==> src/rtl/sha1sh_pkg.sv <==
// Package of the SHA-1 stream hasher: controller states, the command and
// status structs between controller and datapath, and the SHA-1 constants.
// No dependencies.
package sha1sh_pkg;

  typedef enum logic [2:0] {
    ST_IDLE,
    ST_PAD,
    ST_LEN,
    ST_ROUND,
    ST_FOLD,
    ST_EMIT
  } state_e;

  // Source of the byte shifted into the block buffer.
  typedef enum logic [1:0] {
    BSEL_INPUT,
    BSEL_MARK,
    BSEL_ZERO,
    BSEL_LEN
  } byte_sel_e;

  typedef struct packed {
    logic      shift_byte;
    byte_sel_e byte_sel;
    logic      count_len;
    logic      load_work;
    logic      round_step;
    logic      fold;
    logic      emit_step;
    logic      reload;
  } dp_cmd_t;

  typedef struct packed {
    logic [5:0] byte_cnt;
    logic       round_last;
    logic       emit_last;
  } dp_stat_t;

  localparam logic [5:0] LAST_BYTE_POS = 6'd63;
  localparam logic [5:0] LEN_BYTE_POS  = 6'd56;
  localparam logic [6:0] LAST_ROUND    = 7'd79;
  localparam logic [2:0] LAST_WORD_IDX = 3'd4;
  localparam logic [7:0] PAD_MARK      = 8'h80;

  localparam logic [31:0] K_00_19 = 32'h5a827999;
  localparam logic [31:0] K_20_39 = 32'h6ed9eba1;
  localparam logic [31:0] K_40_59 = 32'h8f1bbcdc;
  localparam logic [31:0] K_60_79 = 32'hca62c1d6;

  // Initial hash value, word 0 in the lowest slice.
  localparam logic [4:0][31:0] H_INIT = {
    32'hc3d2e1f0, 32'h10325476, 32'h98badcfe, 32'hefcdab89, 32'h67452301
  };

endpackage

==> src/rtl/sha1sh_ctrl.sv <==
// Controller of the SHA-1 stream hasher: sequences byte intake, padding,
// length insertion, the compression rounds and the digest output.
// Depends on sha1sh_pkg.
module sha1sh_ctrl
  import sha1sh_pkg::*;
(
  input  logic     clk_i,
  input  logic     rst_ni,
  input  logic     in_valid_i,
  input  logic     in_has_byte_i,
  input  logic     in_eom_i,
  output logic     in_ready_o,
  output logic     out_valid_o,
  input  logic     out_ready_i,
  input  dp_stat_t stat_i,
  output dp_cmd_t  cmd_o
);

  state_e state_q, state_d;
  logic   eom_q, eom_d;    // message end is pending
  logic   mark_q, mark_d;  // the 0x80 marker has been placed
  logic   fin_q, fin_d;    // the block under compression is the final one

  always_ff @(posedge clk_i or negedge rst_ni) begin
    if (!rst_ni) begin
      state_q <= ST_IDLE;
      eom_q   <= 1'b0;
      mark_q  <= 1'b0;
      fin_q   <= 1'b0;
    end else begin
      state_q <= state_d;
      eom_q   <= eom_d;
      mark_q  <= mark_d;
      fin_q   <= fin_d;
    end
  end

  always_comb begin
    state_d     = state_q;
    eom_d       = eom_q;
    mark_d      = mark_q;
    fin_d       = fin_q;
    in_ready_o  = 1'b0;
    out_valid_o = 1'b0;
    cmd_o       = '0;
    cmd_o.byte_sel = BSEL_INPUT;

    case (state_q)
      ST_IDLE: begin
        in_ready_o = 1'b1;
        if (in_valid_i) begin
          if (in_eom_i) begin
            eom_d = 1'b1;
          end
          if (in_has_byte_i) begin
            cmd_o.shift_byte = 1'b1;
            cmd_o.count_len  = 1'b1;
            if (stat_i.byte_cnt == LAST_BYTE_POS) begin
              cmd_o.load_work = 1'b1;
              state_d         = ST_ROUND;
            end else if (in_eom_i) begin
              state_d = ST_PAD;
            end
          end else if (in_eom_i) begin
            state_d = ST_PAD;
          end
        end
      end

      ST_PAD: begin
        if (mark_q && stat_i.byte_cnt == LEN_BYTE_POS) begin
          state_d = ST_LEN;
        end else begin
          cmd_o.shift_byte = 1'b1;
          cmd_o.byte_sel   = mark_q ? BSEL_ZERO : BSEL_MARK;
          mark_d           = 1'b1;
          if (stat_i.byte_cnt == LAST_BYTE_POS) begin
            cmd_o.load_work = 1'b1;
            state_d         = ST_ROUND;
          end
        end
      end

      ST_LEN: begin
        cmd_o.shift_byte = 1'b1;
        cmd_o.byte_sel   = BSEL_LEN;
        if (stat_i.byte_cnt == LAST_BYTE_POS) begin
          cmd_o.load_work = 1'b1;
          fin_d           = 1'b1;
          state_d         = ST_ROUND;
        end
      end

      ST_ROUND: begin
        cmd_o.round_step = 1'b1;
        if (stat_i.round_last) begin
          state_d = ST_FOLD;
        end
      end

      ST_FOLD: begin
        cmd_o.fold = 1'b1;
        if (fin_q) begin
          state_d = ST_EMIT;
        end else if (eom_q) begin
          state_d = ST_PAD;
        end else begin
          state_d = ST_IDLE;
        end
      end

      ST_EMIT: begin
        out_valid_o = 1'b1;
        if (out_ready_i) begin
          cmd_o.emit_step = 1'b1;
          if (stat_i.emit_last) begin
            cmd_o.reload = 1'b1;
            eom_d        = 1'b0;
            mark_d       = 1'b0;
            fin_d        = 1'b0;
            state_d      = ST_IDLE;
          end
        end
      end

      default: begin
        state_d = ST_IDLE;
      end
    endcase
  end

endmodule

==> src/rtl/sha1sh_dp.sv <==
// Datapath of the SHA-1 stream hasher: block buffer and rolling message
// schedule, round registers, hash state, byte, length, round and word counters.
// Depends on sha1sh_pkg.
module sha1sh_dp
  import sha1sh_pkg::*;
(
  input  logic        clk_i,
  input  logic        rst_ni,
  input  dp_cmd_t     cmd_i,
  input  logic [7:0]  data_byte_i,
  output dp_stat_t    stat_o,
  output logic [31:0] digest_word_o,
  output logic [2:0]  word_index_o
);

  logic [31:0] sched_q [16];
  logic [31:0] sched_d [16];
  logic [31:0] work_q [5];
  logic [31:0] work_d [5];
  logic [31:0] hash_q [5];
  logic [31:0] hash_d [5];
  logic [5:0]  cnt_q, cnt_d;
  logic [63:0] len_q, len_d;
  logic [6:0]  rnd_q, rnd_d;
  logic [2:0]  emit_q, emit_d;

  logic [7:0]  byte_in;
  logic [63:0] len_shift;
  logic [31:0] w_next;
  logic [31:0] f_val;
  logic [31:0] k_val;
  logic [31:0] t_val;

  // Length bytes go out most significant first at positions 56 to 63.
  assign len_shift = len_q >> {~cnt_q[2:0], 3'b000};

  always_comb begin
    case (cmd_i.byte_sel)
      BSEL_INPUT: byte_in = data_byte_i;
      BSEL_MARK:  byte_in = PAD_MARK;
      BSEL_ZERO:  byte_in = 8'h00;
      BSEL_LEN:   byte_in = len_shift[7:0];
      default:    byte_in = 8'h00;
    endcase
  end

  assign w_next = {sched_q[13] ^ sched_q[8] ^ sched_q[2] ^ sched_q[0]} << 1 |
                  {31'd0, sched_q[13][31] ^ sched_q[8][31] ^ sched_q[2][31] ^ sched_q[0][31]};

  always_comb begin
    if (rnd_q < 7'd20) begin
      f_val = (work_q[1] & work_q[2]) | (~work_q[1] & work_q[3]);
      k_val = K_00_19;
    end else if (rnd_q < 7'd40) begin
      f_val = work_q[1] ^ work_q[2] ^ work_q[3];
      k_val = K_20_39;
    end else if (rnd_q < 7'd60) begin
      f_val = (work_q[1] & work_q[2]) | (work_q[1] & work_q[3]) |
              (work_q[2] & work_q[3]);
      k_val = K_40_59;
    end else begin
      f_val = work_q[1] ^ work_q[2] ^ work_q[3];
      k_val = K_60_79;
    end
  end

  assign t_val = {work_q[0][26:0], work_q[0][31:27]} + f_val + work_q[4] + k_val +
                 sched_q[0];

  always_comb begin
    sched_d = sched_q;
    work_d  = work_q;
    hash_d  = hash_q;
    cnt_d   = cnt_q;
    len_d   = len_q;
    rnd_d   = rnd_q;
    emit_d  = emit_q;

    // Bytes enter at the bottom so that the first byte ends up in the top
    // byte of word 0 once the block is full.
    if (cmd_i.shift_byte) begin
      for (int i = 0; i < 15; i++) begin
        sched_d[i] = {sched_q[i][23:0], sched_q[i+1][31:24]};
      end
      sched_d[15] = {sched_q[15][23:0], byte_in};
      cnt_d       = cnt_q + 6'd1;
    end
    if (cmd_i.count_len) begin
      len_d = len_q + 64'd8;
    end
    if (cmd_i.load_work) begin
      work_d = hash_q;
      rnd_d  = 7'd0;
    end

    // Word 0 always holds the schedule word of the current round.
    if (cmd_i.round_step) begin
      for (int i = 0; i < 15; i++) begin
        sched_d[i] = sched_q[i+1];
      end
      sched_d[15] = w_next;
      work_d[0]   = t_val;
      work_d[1]   = work_q[0];
      work_d[2]   = {work_q[1][1:0], work_q[1][31:2]};
      work_d[3]   = work_q[2];
      work_d[4]   = work_q[3];
      rnd_d       = (rnd_q == LAST_ROUND) ? 7'd0 : rnd_q + 7'd1;
    end
    if (cmd_i.fold) begin
      for (int i = 0; i < 5; i++) begin
        hash_d[i] = hash_q[i] + work_q[i];
      end
    end
    if (cmd_i.emit_step) begin
      emit_d = emit_q + 3'd1;
    end
    if (cmd_i.reload) begin
      for (int i = 0; i < 5; i++) begin
        hash_d[i] = H_INIT[i];
      end
      cnt_d  = 6'd0;
      len_d  = 64'd0;
      emit_d = 3'd0;
    end
  end

  always_ff @(posedge clk_i or negedge rst_ni) begin
    if (!rst_ni) begin
      for (int i = 0; i < 5; i++) begin
        hash_q[i] <= H_INIT[i];
      end
      cnt_q  <= 6'd0;
      len_q  <= 64'd0;
      rnd_q  <= 7'd0;
      emit_q <= 3'd0;
    end else begin
      hash_q <= hash_d;
      cnt_q  <= cnt_d;
      len_q  <= len_d;
      rnd_q  <= rnd_d;
      emit_q <= emit_d;
    end
  end

  always_ff @(posedge clk_i) begin
    sched_q <= sched_d;
    work_q  <= work_d;
  end

  always_comb begin
    case (emit_q)
      3'd0:    digest_word_o = hash_q[0];
      3'd1:    digest_word_o = hash_q[1];
      3'd2:    digest_word_o = hash_q[2];
      3'd3:    digest_word_o = hash_q[3];
      3'd4:    digest_word_o = hash_q[4];
      default: digest_word_o = 32'd0;
    endcase
  end

  assign word_index_o      = emit_q;
  assign stat_o.byte_cnt   = cnt_q;
  assign stat_o.round_last = (rnd_q == LAST_ROUND);
  assign stat_o.emit_last  = (emit_q == LAST_WORD_IDX);

endmodule

==> src/rtl/sha1_stream_hasher_unit.sv <==
// Top level of the SHA-1 stream hasher: joins the controller and the datapath
// to the input and output streams.
// Depends on sha1sh_pkg, sha1sh_ctrl and sha1sh_dp.
//
//   Channel  Direction  Payload
//   s_axis   in         tdata = data_byte, tuser = has_byte, tlast = end_of_message
//   m_axis   out        tdata = digest_word, tuser = word_index, tlast = last_word
//
// A message byte is shifted straight into the block; a full 64-byte block then runs the
// 80 rounds and a fold step that adds the round registers into the hash state.
// At message end the marker and zero bytes enter one per cycle up to byte 56, a
// step without a byte switches to the length, whose eight bytes follow, and each
// padded block runs the rounds and the fold (two blocks when at most eight bytes were left).
// Reset loads the initial hash value and clears the counters; the input is ready
// only when idle, and each of the five digest words holds until its transfer.
module sha1_stream_hasher_unit
  import sha1sh_pkg::*;
(
  input  logic        clk_i,
  input  logic        rst_ni,
  input  logic        s_axis_tvalid_i,
  output logic        s_axis_tready_o,
  input  logic [7:0]  s_axis_tdata_i,   // [7:0] data_byte
  input  logic        s_axis_tuser_i,   // [0] has_byte
  input  logic        s_axis_tlast_i,   // end_of_message
  output logic        m_axis_tvalid_o,
  input  logic        m_axis_tready_i,
  output logic [31:0] m_axis_tdata_o,   // [31:0] digest_word
  output logic [2:0]  m_axis_tuser_o,   // [2:0] word_index
  output logic        m_axis_tlast_o    // last_word
);

  dp_cmd_t  cmd;
  dp_stat_t stat;

  sha1sh_ctrl u_ctrl (
    .clk_i         (clk_i),
    .rst_ni        (rst_ni),
    .in_valid_i    (s_axis_tvalid_i),
    .in_has_byte_i (s_axis_tuser_i),
    .in_eom_i      (s_axis_tlast_i),
    .in_ready_o    (s_axis_tready_o),
    .out_valid_o   (m_axis_tvalid_o),
    .out_ready_i   (m_axis_tready_i),
    .stat_i        (stat),
    .cmd_o         (cmd)
  );

  sha1sh_dp u_dp (
    .clk_i         (clk_i),
    .rst_ni        (rst_ni),
    .cmd_i         (cmd),
    .data_byte_i   (s_axis_tdata_i),
    .stat_o        (stat),
    .digest_word_o (m_axis_tdata_o),
    .word_index_o  (m_axis_tuser_o)
  );

  // The final word is the one with index four.
  assign m_axis_tlast_o = (m_axis_tuser_o == LAST_WORD_IDX);

  // No input transfer is taken while a digest is being delivered.
  a_no_intake_during_output : assert property (
    @(posedge clk_i) disable iff (!rst_ni)
    m_axis_tvalid_o |-> !s_axis_tready_o
  ) else $error("input ready while a digest word is pending");

  // A digest always starts with word zero.
  a_first_word_zero : assert property (
    @(posedge clk_i) disable iff (!rst_ni)
    $rose(m_axis_tvalid_o) |-> (m_axis_tuser_o == 3'd0)
  ) else $error("digest does not start with word zero");

  // Words follow one another in order.
  a_word_order : assert property (
    @(posedge clk_i) disable iff (!rst_ni)
    (m_axis_tvalid_o && m_axis_tready_i && !m_axis_tlast_o) |=>
      (m_axis_tvalid_o && m_axis_tuser_o == $past(m_axis_tuser_o) + 3'd1)
  ) else $error("digest words out of order");

  // After the last word the output goes quiet.
  a_stop_after_last : assert property (
    @(posedge clk_i) disable iff (!rst_ni)
    (m_axis_tvalid_o && m_axis_tready_i && m_axis_tlast_o) |=> !m_axis_tvalid_o
  ) else $error("output still valid after the last digest word");

endmodule

==> config.mk <==
export PLATFORM = sky130hd
export DESIGN_NAME = sha1_stream_hasher_unit
export DESIGN_NICKNAME = d
export VERILOG_FILES = /design/src/rtl/sha1sh_pkg.sv /design/src/rtl/sha1sh_ctrl.sv /design/src/rtl/sha1sh_dp.sv /design/src/rtl/sha1_stream_hasher_unit.sv
export SDC_FILE = /design/constraint.sdc
export NUM_CORES = 2
export LEC_CHECK = 0
export BUFFER_PORTS_ARGS = -buffer_cell sky130_fd_sc_hd__buf_2
export CELL_PAD_IN_SITES_DETAIL_PLACEMENT = 0
export CELL_PAD_IN_SITES_GLOBAL_PLACEMENT = 1
export CORE_ASPECT_RATIO = 0.75
export CORE_MARGIN = 10
export CORE_UTILIZATION = 55
export DETAILED_ROUTE_END_ITERATION = 10
export PLACE_DENSITY = 0.93
export SETUP_SLACK_MARGIN = 0.02
export SLEW_MARGIN = 10
export SYNTH_ARGS = -nofsm -noshare
export SYNTH_HDL_FRONTEND = slang
export SYNTH_SLANG_ARGS = --single-unit
==> constraint.sdc <==
create_clock -name clk_i -period 32.2 [get_ports clk_i]
set_input_delay 1.61 -clock clk_i [delete_from_list [all_inputs] [get_ports clk_i]]
set_output_delay 1.61 -clock clk_i [all_outputs]
set_load 0.02 [all_outputs]
Yosys cells after proc, flatten, opt, wreduce, memory -nomap -nowiden. Index checks and enable logic that the tools add are counted.

Memory bits (read-only): 0. Word-level logic and storage cells: 171. Bits in writable memories: 0. Output and inout port bits: 38. Input port bits: 14. Latch bits: 0. Memories: 0. Bits in registers: 918.

Bitwise operators: 18. $lt $le $gt $ge: 3. Reduce and logical (&&, ||, !) cells: 17. Div/mod/pow operators: 0. $mul: 0. Add/sub/neg operators: 13. Multiplexer cells: 63. Shifts and indexed selects: 1. Equal/unequal tests: 22.

Operators by type and width (count): 512-bit two-way mux (2); 160-bit two-way mux (4); 32-bit adder (9); 32-bit two-way mux (5); 32-bit one-hot mux with 5 select lines (1); 32-bit bitwise AND (4); 64-bit two-way mux (2); 32-bit OR (3); 31-bit bitwise XOR (3); 64-bit by 4-bit adder with 64-bit output, second input constant (1); 64-bit by 6-bit right shift with 8-bit output (1); 32-bit bitwise XOR (2); 3-bit two-way mux (13); 32-bit inverter (1); 32-bit by 1-bit OR with 32-bit output (1); 8-bit one-hot mux with 4 select lines (1); 31-bit two-way mux (1); 7-bit two-way mux (3); 3-bit one-hot mux with 6 select lines (1); 2-bit nonzero test (9); 1-bit two-way mux (17); 7-bit by 6-bit less-than comparator with 1-bit output, second input constant (2); 3-bit by 2-bit equality test with 1-bit output, second input constant (4); 6-bit equality test, second input constant (2); 23 further kinds (45).

Longest topological paths before layout.
Depth in word-level cells: 11. Mapped depth: 27. Depth with buffers taken out: 25.

Modules after synthesis. From an unflattened synthesis, not the netlist that was laid out.

Cell total of the unflattened synthesis: 4433. Area total of the unflattened synthesis: 53632.7 um2.

Modules (own cells, without submodules): sha1sh_dp (instances 1, area each 53087.2 um2, cells an instance 4365, seq. area each 26210.1 um2); sha1sh_ctrl (instances 1, area each 533.0 um2, cells an instance 67, seq. area each 150.1 um2); sha1_stream_hasher_unit (instances 1, area each 12.5 um2, cells an instance 1, seq. area each 0.0 um2).

Worst setup path before layout. No wires, ideal clock.

Path kind: input to register. Start: input port s_axis_tvalid_i. End: register u_dp.sched_q[0] (netlist bit) (enable). Path buffers: 0. Arrival: 13.059 ns. Required time: 27.272 ns. Cell stages on the path: 2. Path slack: 14.214 ns. Setup time: 4.928 ns. Path through: nand3_1 > nand3_1.

Word-level cells in the longest chain between the ends: 3.

Ends and longest elaborated chain: from (decl) (line sha1_stream_hasher_unit.sv:21) `input logic s_axis_tvalid_i,`; 1-bit two-way mux (line sha1sh_ctrl.sv:51) `if (in_valid_i) begin`; 1-bit one-hot mux with 3 select lines (line sha1sh_ctrl.sv:48) `case (state_q)`; 2-bit nonzero test (no source line); to (signal assigned) (line sha1sh_dp.sv:146) `sched_q <= sched_d;`; to (decl) (line sha1sh_dp.sv:16) `logic [31:0] sched_q [16];`.

No other way between the ends. A chain may end at the register's enable or synchronous reset.

==> run metrics <==
pre-CTS setup slack=25.30 ns; Leakage Power=0.0263 uW; DRC marker count from the first detailed-route iteration=5041; Design Power=2410 uW; largest fanout on the critical path=35; CP endpoint kind=register; fmax=142 MHz; post-synthesis sequential area ratio=0.495; Port Buffers=51; DR pass1 iterations=8; Final setup violation count=0; Final Max Tran Viols=0; Clk network pwr share=0.478; Sink Count=915; Final min period=7.06 ns; Max H-tree Level=3; Reg2Reg Launch Point=u_dp.rnd_q[4]; initial antenna violation count=7; Total Routed Length=143000 microns; Synth area leader=edfxtp_1; Worst R2R End=u_dp.work_q[159]; core area=95800 sq um; clock root cell=clkbuf_16; Syn Nets=6021; Critical Path Max Stage Delay=0.51 ns; Comb power frac=0.003; ant diodes=0; Synth area leaders=edfxtp_1 38%, nand2_1 14%, dfrtp_1 7.7%; antenna viol nets, final=0; worst slew pin tran=1.29 ns; Fin Clk Skew=0.0481 ns; NetSw=501 uW; CTS tree=yes; count of cell types in the netlist=92; internal cell power=1910 uW; Synth async-reset ratio=0.266; Setup TNS=0 ns; Hold Crit Depth=2; die height=290 microns; Final Core Density=0.605; Mapped Area=53300 sq um; final setup margin=25.14 ns; reg-to-reg slack, setup=25.14 ns; worst r2r path cells=25; DP HPWL=98300 microns; Post-Synthesis Cells=5654; fraction of layout cells with a size suffix above 1=0.0655; Syn Area/Cell=9.42 sq um; status=finished clean; Critical Path RT=32.62 ns; RSZ-0062 raised after global routing=no; site row count=98; clock latency on the worst-skew pair=0.72 ns; NumNets Final=5961; Post-CTS Setup Repair Bufs=0; PD cells=41.7 nW/um^2; fin crit share=0.219; Synth top area share=0.379; first-pass GRT wire length=222000 microns; Synth Flop Type=edfxtp_1; MaxCap Viol Count=0; DR DRC count=0; CTS Buffer Depth=3; peak supply drop=0.0000411 V; Clock transition at path regs=0.07 ns; Flop pwr share=0.519; count leader, synth=nand2_1; Crit Path Class=register to register; total gr overflow=0; Via density=5.91; WHS Endpoint=u_dp.word_index_o[2]; Starting Density=0.556; flops & latches, synth=915; Post-CTS Hold Buffers=0; die area=110000 sq um; GP Congestion=0.961; vias in the first global route=38100; slowest cell on the critical path=fa_1; TritonCTS Buffers=94; final hold vios=0; GR Util All Layers=0.257; I/O pin total=52; # resized after CTS=0; area added between synthesis and finish=8.66%; vias=41200; Relative slew margins=0.136; largest net degree at the start of global routing=208; sw frac=0.208; synth cell count leaders=2034 x nand2_1, 672 x edfxtp_1, 255 x o21ai_0; Hold Path Class=register to register; Die Span X=379 microns; arrival time worst endpoint=7.48 ns; Post-synth EDFFs=672; Startpoint Class=register; Syn. warnings=0; WL/cell=20.5 microns; hold_sp=u_dp.word_index_o[2]
[sequential cells by signal (all words and copies together) (netlist names), 3 cells and up]
name / cells
u_dp.rnd_q: 7
u_dp.len_q: 61
u_ctrl.state_q: 3
u_dp.cnt_q: 6
u_dp.work_q: 160
u_dp.word_index_o: 3
u_dp.sched_q: 512
u_dp.hash_q: 160
[power groups by stage]
stage          clock network [uW]  registers (uW)  logic (uW)
2_1_floorplan                   0            1280      0.0719
3_3_place_gp                    0            1280        8.45
3_5_place_dp                    0            1280        8.47
4_1_cts                      1170            1250        8.48
5_1_grt                      1210            1250        9.21
6_report                     1150            1250        8.08
[critical path: cells and delay by family, from the launching register on]
family	cells	cell delay [ns]
compound gates	10	2.39
xor+xnor	1	0.14
fa+ha+maj	4	1.84
buf+inv	6	0.95
flops	1	0.43
simple gates	4	0.96
[placed cells by master (no fill, tap or decap), drive strengths merged, types with 31 or more instances in the layout]
master,instances
o31ai,31
dfrtp,163
nor3,63
clkbuf,129
nand3,121
nand2b,34
o21ai,295
clkinv,33
a21oi,215
xnor2,187
buf,98
nor2,220
a22oi,54
fa,124
nor2b,54
inv,231
edfxtp,672
a21o,99
nand2,2034
dfstp,80
ha,229
xor2,113
[cell families (layout without fill, tap and decap cells)]
kind of cell    count (synthesis)  after routing  synth area share
compound gates                918            918             0.110
xor+xnor                      300            300            0.0493
fa+ha+maj                     353            353             0.100
buf+inv                       482            504            0.0340
flops                         915            915             0.495
mux                            26             26           0.00805
simple gates                 2660           2660             0.204
[metal layers]
layer  up-vias  global-route usage  share of wire
met4         2              0.0652          0.025
met2      1713               0.361           0.42
met1     20100               0.394           0.46
met5         -                   0        0.00013
met3       247              0.0621           0.10
li1      19200                   -              -
[stage by stage]
step	area, sq um	std cells	hold slack, ns
6_report	57900	6976	0.507
5_1_grt	57900	6976	0.533
4_1_cts	57900	6976	0.511
3_5_place_dp	54700	6798	0.498
3_3_place_gp	54700	6798	0.483
2_1_floorplan	53300	5654	0.464
[worst max path at each step]
stage	start	endpoint	slack (ns)
after global placement	u_dp.rnd_q[4]	u_dp.work_q[159]	25.38
after CTS	u_dp.rnd_q[4]	u_dp.work_q[159]	25.24
after global routing	u_dp.rnd_q[5]	u_dp.work_q[159]	24.73
final	u_dp.rnd_q[4]	u_dp.work_q[159]	25.14
after floorplan	s_axis_tvalid_i	u_dp.sched_q[0]	14.21
after detailed placement	u_dp.rnd_q[4]	u_dp.work_q[159]	25.30
[cell type report]
cell class                      count  area [sq um]
Clock buffer                      129          2590
Clock inverter                     49           624
Timing Repair Buffer               98           656
Sequential cell                   915         26400
Tap cell                         1300          1630
Inverter                          228           861
Fill cell                        7999         37900
Multi-Input combinational cell   4257         25200
Power figures use the tool's default switching activity.
